## config.mk

```make
export PLATFORM = sky130hd
export DESIGN_NAME = alu_256bit_binary_ops_flat
export DESIGN_NICKNAME = d
export VERILOG_FILES = /design/src/hw/rtl/alu256_pkg.sv /design/src/hw/rtl/alu256_if.sv /design/src/hw/rtl/alu256_pre.sv /design/src/hw/rtl/alu256_prop.sv /design/src/hw/rtl/alu256_post.sv /design/src/hw/rtl/alu_256bit_binary_ops.sv /design/src/flat_wrapper.sv
export SDC_FILE = /design/constraint.sdc
export NUM_CORES = 2
export LEC_CHECK = 0
export BUFFER_PORTS_ARGS = -buffer_cell sky130_fd_sc_hd__buf_4
export CAP_MARGIN = 20
export CORE_MARGIN = 5
export CORE_UTILIZATION = 30
export CTS_CLUSTER_SIZE = 24
export DETAILED_ROUTE_END_ITERATION = 6
export GPL_ROUTABILITY_DRIVEN = 0
export GPL_TIMING_DRIVEN = 0
export REMOVE_ABC_BUFFERS = 1
export SLEW_MARGIN = 20
export SYNTH_ARGS = -nofsm -noshare
export SYNTH_HDL_FRONTEND = slang
export SYNTH_SLANG_ARGS = --single-unit
```

## constraint.sdc

```tcl
create_clock -name clk -period 46.7 [get_ports clk]
set_clock_uncertainty 0.2 [all_clocks]
set_input_delay 2.335 -clock clk [delete_from_list [all_inputs] [get_ports clk]]
set_output_delay 2.335 -clock clk [all_outputs]
set_load 0.1 [all_outputs]
```

## src/hw/rtl/alu256_pkg.sv

```systemverilog
// Shared types, widths and opcodes of the 256-bit binary ALU.
package alu256_pkg;

	localparam int NUM_WORDS = 4;
	localparam int WORD_W    = 64;
	localparam int CMD_W     = 4;

	typedef logic [WORD_W-1:0] word_t;
	typedef logic [CMD_W-1:0]  cmd_t;

	localparam cmd_t CMD_ADD = 4'd0;
	localparam cmd_t CMD_SUB = 4'd1;
	localparam cmd_t CMD_LT  = 4'd2;
	localparam cmd_t CMD_SLT = 4'd3;
	localparam cmd_t CMD_EQ  = 4'd4;
	localparam cmd_t CMD_AND = 4'd5;
	localparam cmd_t CMD_OR  = 4'd6;
	localparam cmd_t CMD_XOR = 4'd7;
	localparam cmd_t CMD_LT4 = 4'd8;

	// Per-lane partial results after the first stage.
	typedef struct packed {
		cmd_t                               cmd;
		logic [NUM_WORDS-1:0][WORD_W:0]     sum;
		logic [NUM_WORDS-1:0][WORD_W:0]     dif;
		logic [NUM_WORDS-1:0]               eqw;
		logic [NUM_WORDS-1:0]               ltw;
		logic                               slt_top;
		logic [NUM_WORDS-1:0][WORD_W-1:0]   lgc;
	} pre_t;

	// Lane carries and 256-bit flags after the second stage.
	typedef struct packed {
		cmd_t                               cmd;
		logic [NUM_WORDS-1:0][WORD_W-1:0]   sum;
		logic [NUM_WORDS-1:0][WORD_W-1:0]   dif;
		logic [NUM_WORDS-1:0]               cin;
		logic [NUM_WORDS-1:0]               bin;
		logic                               add_co;
		logic                               sub_bo;
		logic                               lt;
		logic                               slt;
		logic                               eq;
		logic                               lt4;
		logic [NUM_WORDS-1:0][WORD_W-1:0]   lgc;
		logic                               lgc_nz;
	} prop_t;

	// Final result beat.
	typedef struct packed {
		cmd_t                               cmd;
		logic [NUM_WORDS-1:0][WORD_W-1:0]   res;
		logic                               carry;
		logic                               bad;
	} post_t;

endpackage

```

## src/hw/rtl/alu256_if.sv

```systemverilog
// Valid/ready channel interfaces for the ALU operand and result beats.
interface alu256_in_if;
	import alu256_pkg::*;

	logic  valid;
	logic  ready;
	cmd_t  cmd;
	word_t a_word0;
	word_t a_word1;
	word_t a_word2;
	word_t a_word3;
	word_t b_word0;
	word_t b_word1;
	word_t b_word2;
	word_t b_word3;

	modport source (
		output valid, cmd, a_word0, a_word1, a_word2, a_word3,
		       b_word0, b_word1, b_word2, b_word3,
		input  ready
	);
	modport sink (
		input  valid, cmd, a_word0, a_word1, a_word2, a_word3,
		       b_word0, b_word1, b_word2, b_word3,
		output ready
	);
endinterface

interface alu256_out_if;
	import alu256_pkg::*;

	logic  valid;
	logic  ready;
	word_t res_word0;
	word_t res_word1;
	word_t res_word2;
	word_t res_word3;
	logic  carry;
	logic  bad_opcode;

	modport source (
		output valid, res_word0, res_word1, res_word2, res_word3, carry, bad_opcode,
		input  ready
	);
	modport sink (
		input  valid, res_word0, res_word1, res_word2, res_word3, carry, bad_opcode,
		output ready
	);
endinterface

```

## src/hw/rtl/alu256_pre.sv

```systemverilog
// Stage 1: per-lane 64-bit add, subtract, compare and bitwise logic.
module alu256_pre (
	input  logic              clk,
	input  logic              arst_n,
	alu256_in_if.sink         in_ch,
	output logic              valid,
	output alu256_pkg::pre_t  data,
	input  logic              ready
);
	import alu256_pkg::*;

	logic [NUM_WORDS-1:0][WORD_W-1:0] a_w;
	logic [NUM_WORDS-1:0][WORD_W-1:0] b_w;
	pre_t nxt;
	pre_t d_s1;
	logic v_s1;
	logic take;

	assign a_w = {in_ch.a_word3, in_ch.a_word2, in_ch.a_word1, in_ch.a_word0};
	assign b_w = {in_ch.b_word3, in_ch.b_word2, in_ch.b_word1, in_ch.b_word0};

	always_comb begin
		nxt     = '0;
		nxt.cmd = in_ch.cmd;
		for (int k = 0; k < NUM_WORDS; k++) begin
			nxt.sum[k] = {1'b0, a_w[k]} + {1'b0, b_w[k]};
			nxt.dif[k] = {1'b0, a_w[k]} - {1'b0, b_w[k]};
			nxt.eqw[k] = (a_w[k] == b_w[k]);
			nxt.ltw[k] = nxt.dif[k][WORD_W];
			case (in_ch.cmd)
				CMD_AND: nxt.lgc[k] = a_w[k] & b_w[k];
				CMD_OR:  nxt.lgc[k] = a_w[k] | b_w[k];
				CMD_XOR: nxt.lgc[k] = a_w[k] ^ b_w[k];
				default: nxt.lgc[k] = '0;
			endcase
		end
		// Opposite signs flip the unsigned answer of the top lane.
		nxt.slt_top = nxt.ltw[NUM_WORDS-1] ^
			(a_w[NUM_WORDS-1][WORD_W-1] ^ b_w[NUM_WORDS-1][WORD_W-1]);
	end

	assign in_ch.ready = !v_s1 || ready;
	assign take        = in_ch.valid && in_ch.ready;

	always_ff @(posedge clk or negedge arst_n) begin
		if (!arst_n) begin
			v_s1 <= 1'b0;
		end else if (in_ch.ready) begin
			v_s1 <= in_ch.valid;
		end
	end

	always_ff @(posedge clk) begin
		if (take) begin
			d_s1 <= nxt;
		end
	end

	assign valid = v_s1;
	assign data  = d_s1;

	a_take_fills: assert property (@(posedge clk) disable iff (!arst_n)
		take |=> v_s1)
		else $error("accepted beat did not reach stage 1");
endmodule

```

## src/hw/rtl/alu256_prop.sv

```systemverilog
// Stage 2: carry and borrow ripple across lanes, 256-bit compare flags.
module alu256_prop (
	input  logic               clk,
	input  logic               arst_n,
	input  logic               in_valid,
	input  alu256_pkg::pre_t   in_data,
	output logic               in_ready,
	output logic               valid,
	output alu256_pkg::prop_t  data,
	input  logic               ready
);
	import alu256_pkg::*;

	prop_t nxt;
	prop_t d_s2;
	logic  v_s2;
	logic  c;
	logic  bw;
	logic  lt_low;

	always_comb begin
		nxt     = '0;
		nxt.cmd = in_data.cmd;
		nxt.lgc = in_data.lgc;
		c       = 1'b0;
		bw      = 1'b0;
		lt_low  = 1'b0;
		for (int k = 0; k < NUM_WORDS; k++) begin
			nxt.sum[k] = in_data.sum[k][WORD_W-1:0];
			nxt.dif[k] = in_data.dif[k][WORD_W-1:0];
			nxt.cin[k] = c;
			nxt.bin[k] = bw;
			c  = in_data.sum[k][WORD_W] | ((&in_data.sum[k][WORD_W-1:0]) & c);
			bw = in_data.dif[k][WORD_W] | ((in_data.dif[k][WORD_W-1:0] == '0) & bw);
			if (k < NUM_WORDS - 1) begin
				lt_low = in_data.ltw[k] | (in_data.eqw[k] & lt_low);
			end
		end
		nxt.add_co = c;
		nxt.sub_bo = bw;
		nxt.lt     = in_data.ltw[NUM_WORDS-1] | (in_data.eqw[NUM_WORDS-1] & lt_low);
		nxt.slt    = in_data.slt_top | (in_data.eqw[NUM_WORDS-1] & lt_low);
		nxt.eq     = &in_data.eqw;
		nxt.lt4    = &in_data.ltw;
		nxt.lgc_nz = |in_data.lgc;
	end

	assign in_ready = !v_s2 || ready;

	always_ff @(posedge clk or negedge arst_n) begin
		if (!arst_n) begin
			v_s2 <= 1'b0;
		end else if (in_ready) begin
			v_s2 <= in_valid;
		end
	end

	always_ff @(posedge clk) begin
		if (in_valid && in_ready) begin
			d_s2 <= nxt;
		end
	end

	assign valid = v_s2;
	assign data  = d_s2;

	a_borrow_is_lt: assert property (@(posedge clk) disable iff (!arst_n)
		v_s2 |-> (d_s2.sub_bo == d_s2.lt))
		else $error("borrow chain disagrees with unsigned compare");
endmodule

```

## src/hw/rtl/alu256_post.sv

```systemverilog
// Stage 3: final lane increment/decrement, opcode select and output register.
module alu256_post (
	input  logic               clk,
	input  logic               arst_n,
	input  logic               in_valid,
	input  alu256_pkg::prop_t  in_data,
	output logic               in_ready,
	alu256_out_if.source       out_ch
);
	import alu256_pkg::*;

	post_t nxt;
	post_t d_s3;
	logic  v_s3;

	always_comb begin
		nxt     = '0;
		nxt.cmd = in_data.cmd;
		case (in_data.cmd)
			CMD_ADD: begin
				for (int k = 0; k < NUM_WORDS; k++) begin
					nxt.res[k] = in_data.sum[k] + WORD_W'(in_data.cin[k]);
				end
				nxt.carry = in_data.add_co;
			end
			CMD_SUB: begin
				for (int k = 0; k < NUM_WORDS; k++) begin
					nxt.res[k] = in_data.dif[k] - WORD_W'(in_data.bin[k]);
				end
				nxt.carry = in_data.sub_bo;
			end
			CMD_LT: begin
				nxt.res[0] = WORD_W'(in_data.lt);
				nxt.carry  = in_data.lt;
			end
			CMD_SLT: begin
				nxt.res[0] = WORD_W'(in_data.slt);
				nxt.carry  = in_data.slt;
			end
			CMD_EQ: begin
				nxt.res[0] = WORD_W'(in_data.eq);
				nxt.carry  = in_data.eq;
			end
			CMD_LT4: begin
				nxt.res[0] = WORD_W'(in_data.lt4);
				nxt.carry  = in_data.lt4;
			end
			CMD_AND: begin
				nxt.res   = in_data.lgc;
				nxt.carry = in_data.lgc_nz;
			end
			CMD_OR, CMD_XOR: begin
				nxt.res = in_data.lgc;
			end
			default: begin
				nxt.bad = 1'b1;
			end
		endcase
	end

	assign in_ready = !v_s3 || out_ch.ready;

	always_ff @(posedge clk or negedge arst_n) begin
		if (!arst_n) begin
			v_s3 <= 1'b0;
		end else if (in_ready) begin
			v_s3 <= in_valid;
		end
	end

	always_ff @(posedge clk) begin
		if (in_valid && in_ready) begin
			d_s3 <= nxt;
		end
	end

	assign out_ch.valid      = v_s3;
	assign out_ch.res_word0  = d_s3.res[0];
	assign out_ch.res_word1  = d_s3.res[1];
	assign out_ch.res_word2  = d_s3.res[2];
	assign out_ch.res_word3  = d_s3.res[3];
	assign out_ch.carry      = d_s3.carry;
	assign out_ch.bad_opcode = d_s3.bad;

	a_bad_zero: assert property (@(posedge clk) disable iff (!arst_n)
		(v_s3 && d_s3.bad) |-> (!d_s3.carry && d_s3.res == '0))
		else $error("bad opcode beat carries a nonzero result");

	a_flag_form: assert property (@(posedge clk) disable iff (!arst_n)
		(v_s3 && (d_s3.cmd == CMD_LT || d_s3.cmd == CMD_SLT || d_s3.cmd == CMD_EQ ||
			d_s3.cmd == CMD_LT4)) |->
		(d_s3.res[0][WORD_W-1:1] == '0 && d_s3.res[NUM_WORDS-1:1] == '0 &&
			d_s3.carry == d_s3.res[0][0]))
		else $error("compare result is not a clean 0/1 flag");
endmodule

```

## src/hw/rtl/alu_256bit_binary_ops.sv

```systemverilog
// Pipeline: three register stages; an accepted beat passes stage 1, stage 2 and stage 3
// registers before it is valid on out_ch. Throughput: one operation per cycle while
// out_ch.ready is high; a stage takes a beat when it is empty or its beat leaves in the
// same cycle, so ready ripples back through all three stages.
// Stage 1: 64-bit lane add/sub, stage 2: lane carry ripple, stage 3: apply and select.
// Reset clears the stage valid bits only; payload registers are not reset.
module alu_256bit_binary_ops (
	input  logic          clk,
	input  logic          arst_n,
	alu256_in_if.sink     in_ch,
	alu256_out_if.source  out_ch
);
	import alu256_pkg::*;

	logic  pre_valid;
	pre_t  pre_data;
	logic  pre_ready;
	logic  prop_valid;
	prop_t prop_data;
	logic  prop_ready;

	alu256_pre u_pre (
		.clk    (clk),
		.arst_n (arst_n),
		.in_ch  (in_ch),
		.valid  (pre_valid),
		.data   (pre_data),
		.ready  (pre_ready)
	);

	alu256_prop u_prop (
		.clk      (clk),
		.arst_n   (arst_n),
		.in_valid (pre_valid),
		.in_data  (pre_data),
		.in_ready (pre_ready),
		.valid    (prop_valid),
		.data     (prop_data),
		.ready    (prop_ready)
	);

	alu256_post u_post (
		.clk      (clk),
		.arst_n   (arst_n),
		.in_valid (prop_valid),
		.in_data  (prop_data),
		.in_ready (prop_ready),
		.out_ch   (out_ch)
	);
endmodule
```

## src/flat_wrapper.sv

```systemverilog
// flat-port wrapper written by rule: the top's interface ports become plain ports
module alu_256bit_binary_ops_flat import alu256_pkg::*;
  (clk, arst_n, in_ch_valid, in_ch_cmd, in_ch_a_word0, in_ch_a_word1, in_ch_a_word2, in_ch_a_word3, in_ch_b_word0, in_ch_b_word1, in_ch_b_word2, in_ch_b_word3, in_ch_ready, out_ch_valid, out_ch_res_word0, out_ch_res_word1, out_ch_res_word2, out_ch_res_word3, out_ch_carry, out_ch_bad_opcode, out_ch_ready);
  alu256_in_if in_ch_i ();
  alu256_out_if out_ch_i ();
  input  logic clk;
  input  logic arst_n;
  input wire logic [$bits(in_ch_i.valid)-1:0] in_ch_valid;
  input wire logic [$bits(in_ch_i.cmd)-1:0] in_ch_cmd;
  input wire logic [$bits(in_ch_i.a_word0)-1:0] in_ch_a_word0;
  input wire logic [$bits(in_ch_i.a_word1)-1:0] in_ch_a_word1;
  input wire logic [$bits(in_ch_i.a_word2)-1:0] in_ch_a_word2;
  input wire logic [$bits(in_ch_i.a_word3)-1:0] in_ch_a_word3;
  input wire logic [$bits(in_ch_i.b_word0)-1:0] in_ch_b_word0;
  input wire logic [$bits(in_ch_i.b_word1)-1:0] in_ch_b_word1;
  input wire logic [$bits(in_ch_i.b_word2)-1:0] in_ch_b_word2;
  input wire logic [$bits(in_ch_i.b_word3)-1:0] in_ch_b_word3;
  output wire logic [$bits(in_ch_i.ready)-1:0] in_ch_ready;
  output wire logic [$bits(out_ch_i.valid)-1:0] out_ch_valid;
  output wire logic [$bits(out_ch_i.res_word0)-1:0] out_ch_res_word0;
  output wire logic [$bits(out_ch_i.res_word1)-1:0] out_ch_res_word1;
  output wire logic [$bits(out_ch_i.res_word2)-1:0] out_ch_res_word2;
  output wire logic [$bits(out_ch_i.res_word3)-1:0] out_ch_res_word3;
  output wire logic [$bits(out_ch_i.carry)-1:0] out_ch_carry;
  output wire logic [$bits(out_ch_i.bad_opcode)-1:0] out_ch_bad_opcode;
  input wire logic [$bits(out_ch_i.ready)-1:0] out_ch_ready;
  assign in_ch_i.valid = in_ch_valid;
  assign in_ch_i.cmd = in_ch_cmd;
  assign in_ch_i.a_word0 = in_ch_a_word0;
  assign in_ch_i.a_word1 = in_ch_a_word1;
  assign in_ch_i.a_word2 = in_ch_a_word2;
  assign in_ch_i.a_word3 = in_ch_a_word3;
  assign in_ch_i.b_word0 = in_ch_b_word0;
  assign in_ch_i.b_word1 = in_ch_b_word1;
  assign in_ch_i.b_word2 = in_ch_b_word2;
  assign in_ch_i.b_word3 = in_ch_b_word3;
  assign in_ch_ready = in_ch_i.ready;
  assign out_ch_valid = out_ch_i.valid;
  assign out_ch_res_word0 = out_ch_i.res_word0;
  assign out_ch_res_word1 = out_ch_i.res_word1;
  assign out_ch_res_word2 = out_ch_i.res_word2;
  assign out_ch_res_word3 = out_ch_i.res_word3;
  assign out_ch_carry = out_ch_i.carry;
  assign out_ch_bad_opcode = out_ch_i.bad_opcode;
  assign out_ch_i.ready = out_ch_ready;
  alu_256bit_binary_ops u_core (.clk(clk), .arst_n(arst_n), .in_ch(in_ch_i), .out_ch(out_ch_i));
endmodule
```

==> impl_metrics.csv <==
group,metric,value,unit
placed_design,placed_cell_area,117000,µm²
clocking,hold_buffers,0,
sta,finalMaxSlewViolations,0,
floorplan,row_count,216,
global_route,antenna_found_initial,100,
yosys,async_reset_ff_share,0.165,%
critical_path,worstSetupPathType,"in -> reg",
placed_design,post-dp-hpwl,298000,µm
sta,hold_viol,0,
clocking,post_cts_resized,0,
power,ir_worst_vdd,28.4,µV
routing,drtIter0Drc,8197,
yosys,netlist_top_cells_area,"edfxtp_1 52%, ha_1 9.4%, xnor2_1 5.0%",
sta,post-route-period-util,14.6,%
clocking,postCtsSetupBuffers,0,
yosys,synth_cells,9427,
routing,vias,78842,
power,total_power,4.84,mW
yosys,yosys.area.top_type,"edfxtp_1",
clocking,root_buffer,"clkbuf_16",
clocking,clk_latency,0.91,ns
routing,ant_nets,0,
floorplan,core_area,346000,µm²
critical_path,cp.arrival,7.22,ns
critical_path,startpoint,"in_ch_b_word0[0]",
global_route,grt_max_degree,58,
clocking,cts.sinks,1823,
clocking,cts_made_buffers,204,
sta,rsz0062_at_grt,"false",
global_route,grt_overflow,0,
floorplan,die_h,599,µm
sta,setup_violations,0,
sta,max_freq,146,MHz
placed_design,io_buffers,779,
critical_path,cp-end-kind,"flip-flop",
yosys,synth-edff-count,1820,
floorplan,initial_core_util,30.1,%
layout,fin_cells,14933,
layout,multi_input_area,44700,µm²
floorplan,io_pins,780,
clocking,clk_path_buf_depth,4,
worst_hold_path,worstHoldStart,"u_core.u_pre.data[291]$_DFFE_PP_",
critical_path,required,47.09,ns
run_status,status,"complete, no violations",
floorplan,die_area,359000,µm²
clocking,clk_pin_slew,0.06,ns
routing,remaining_drc_errors,0,
routing,dr.pass1.iters,7,
clocking,htree_levels,4,
global_route,grt_usage,19.8,%
layout,layout.nets,11450,
routing,routed_wl,372000,µm
yosys,synth_flop_cell,"edfxtp_1",
worst_hold_path,hold_depth,0,
critical_path,reg2reg_depth,12,
routing,post_drt_wl_per_cell,24.9,µm
critical_path,worst_setup_path_start_kind,"input pin",
layout,drive_above_1_share,13.2,%
critical_path,crit_fanout,4,
yosys,synth-seq-cells,1823,
yosys,ys_seq_area_share,52.6,%
sta,tns,0,ns
layout,fin_area,123000,µm²
clocking,cts_tree,"yes",
layout,regArea,54700,µm²
yosys,avgSynthCellArea,11.0,µm²
sta,slew_headroom,26.3,%
layout,synthToLayoutAreaGrowth,18.5,%
global_route,grt_pass1_vias,76063,
power,power_leakage,46.6,nW
worst_hold_path,min_path_type,"reg -> reg",
routing,viasPerCell,5.28,
sta,period_needed,6.83,ns
placed_design,dp_cells,14514,
floorplan,die_x,599,µm
critical_path,r2r-start,"u_core.u_prop.data[346]$_DFFE_PP_",
sta,tightest_slew,1.09,ns
yosys,synth_top_area_share,52.5,%
yosys,yosysWarningCount,0,
yosys,synth.distinct_cells,110,
global_route,grt_first_pass_wirelength,528000,µm
power,power_density,39.2,nW/µm²
run,drv_cap,0,
yosys,synth_area,104000,µm²
layout,fillCellCount,34156,
-- logic make-up after synthesis --
logic type / Yosys count / share of synthesized area, %
xor gates and xnor gates: 855 / 7.19
and+or+nand+nor: 2243 / 10.8
muxes: 3 / 0.0300
buffers and inverters: 1278 / 4.68
adders and majority gates: 788 / 9.53
AOI/OAI and AO/OA: 2437 / 15.2
DFF: 1823 / 52.6
-- critical path: stages --
cell and delay (ns):
buf_4 0.14, ha_1 0.25, fa_1 0.44, a211o_1 0.33, a211oi_1 0.50, a211oi_1 0.30, o31ai_1 0.71, nand3_1 0.26
a31oi_1 0.39, o41ai_2 0.17, a21oi_2 0.28, nor4b_1 0.13, nor4_2 0.59, o211ai_1 0.15, o21a_1 0.22
-- registers in the layout, summed over array words and instances, names as in the netlist, 64 cells and up --
register                        flops
u_core.u_post.out_ch.res_word0     64
u_core.u_post.out_ch.res_word1     64
u_core.u_post.out_ch.res_word2     64
u_core.u_post.out_ch.res_word3     64
u_core.u_pre.data                 781
u_core.u_prop.data                781
-- path summary, 6_finish.rpt --
kind	end	slack, ns
max	u_core.u_pre.data[589]$_DFFE_PP_	39.87
min	u_core.u_prop.data[297]$_DFFE_PP_	0.21
max reg2reg	u_core.u_post.out_ch.res_word1[62]$_DFFE_PP_	41.37
min reg2reg	u_core.u_prop.data[297]$_DFFE_PP_	0.21
max in group asynchronous	u_core.u_post.out_ch.valid$_DFFE_PN0P_	45.14
min in group asynchronous	u_core.u_pre.valid$_DFFE_PN0N_	1.07
-- stage by stage --
step                hold WS, ns  worst slack (ns)  util, %
floorplan                 0.200             24.54        -
global placement          0.201              5.97     33.0
detailed placement        0.205             38.92     33.7
CTS                       0.209             39.84     35.6
global route              0.219             39.70     35.7
finish                    0.207             39.87     35.7
-- cells in the mapped netlist, drive strengths merged (18+ instances only) --
master	number
edfxtp	1820
inv	841
ha	780
nor2	649
o21ai	630
a21oi	615
xnor2	595
nand2	419
a22oi	383
clkbuf	333
xor2	260
nor4	238
nand3	178
nor3	175
nand4	166
o21bai	140
buf	87
a21o	85
o221ai	73
o31ai	72
and3	69
nor2b	66
a222oi	63
or3	58
nand2b	55
a31oi	50
a211oi	49
or4	45
o211ai	33
o21a	32
and2	27
a211o	19
and4	19
nor3b	19
nand3b	18
o41ai	18
-- routing by layer --
metal	routed length [µm]	track usage [%]
met5	354	0
met4	23700	11.5
met3	23300	3.14
met2	173000	32.1
met1	151000	25.0
-- placed cells by master, fill, tap and decap left out, drive strengths merged, types with 103 or more instances in the layout --
master and instances:
o21bai 140, buf 929, a21oi 615, nand4 166, nor4 238, xnor2 595, a22oi 383, nand3 178
clkbuf 237, o21ai 630, nor3 175, xor2 260, ha 780, clkinv 103, edfxtp 1820, inv 856
nand2 419, nor2 649
-- layout make-up --
cell class	instances	share of cell area, %
Clock inverter	134	1.15
Tap cell	4578	4.64
Sequential cell	1823	44.4
Clock buffer	237	4.26
Inverter	858	2.61
Timing Repair Buffer	929	6.66
Multi-Input combinational cell	6326	36.2
Antenna cell	48	0.0974
-- power breakdown --
part | switching [mW] | internal, mW | leakage, nW
sequential | 0.123 | 2.07 | 17.9
clock | 0.702 | 0.924 | 3.22
combinational | 0.709 | 0.310 | 25.5
Note: power is estimated with default switching activity, not from simulation.
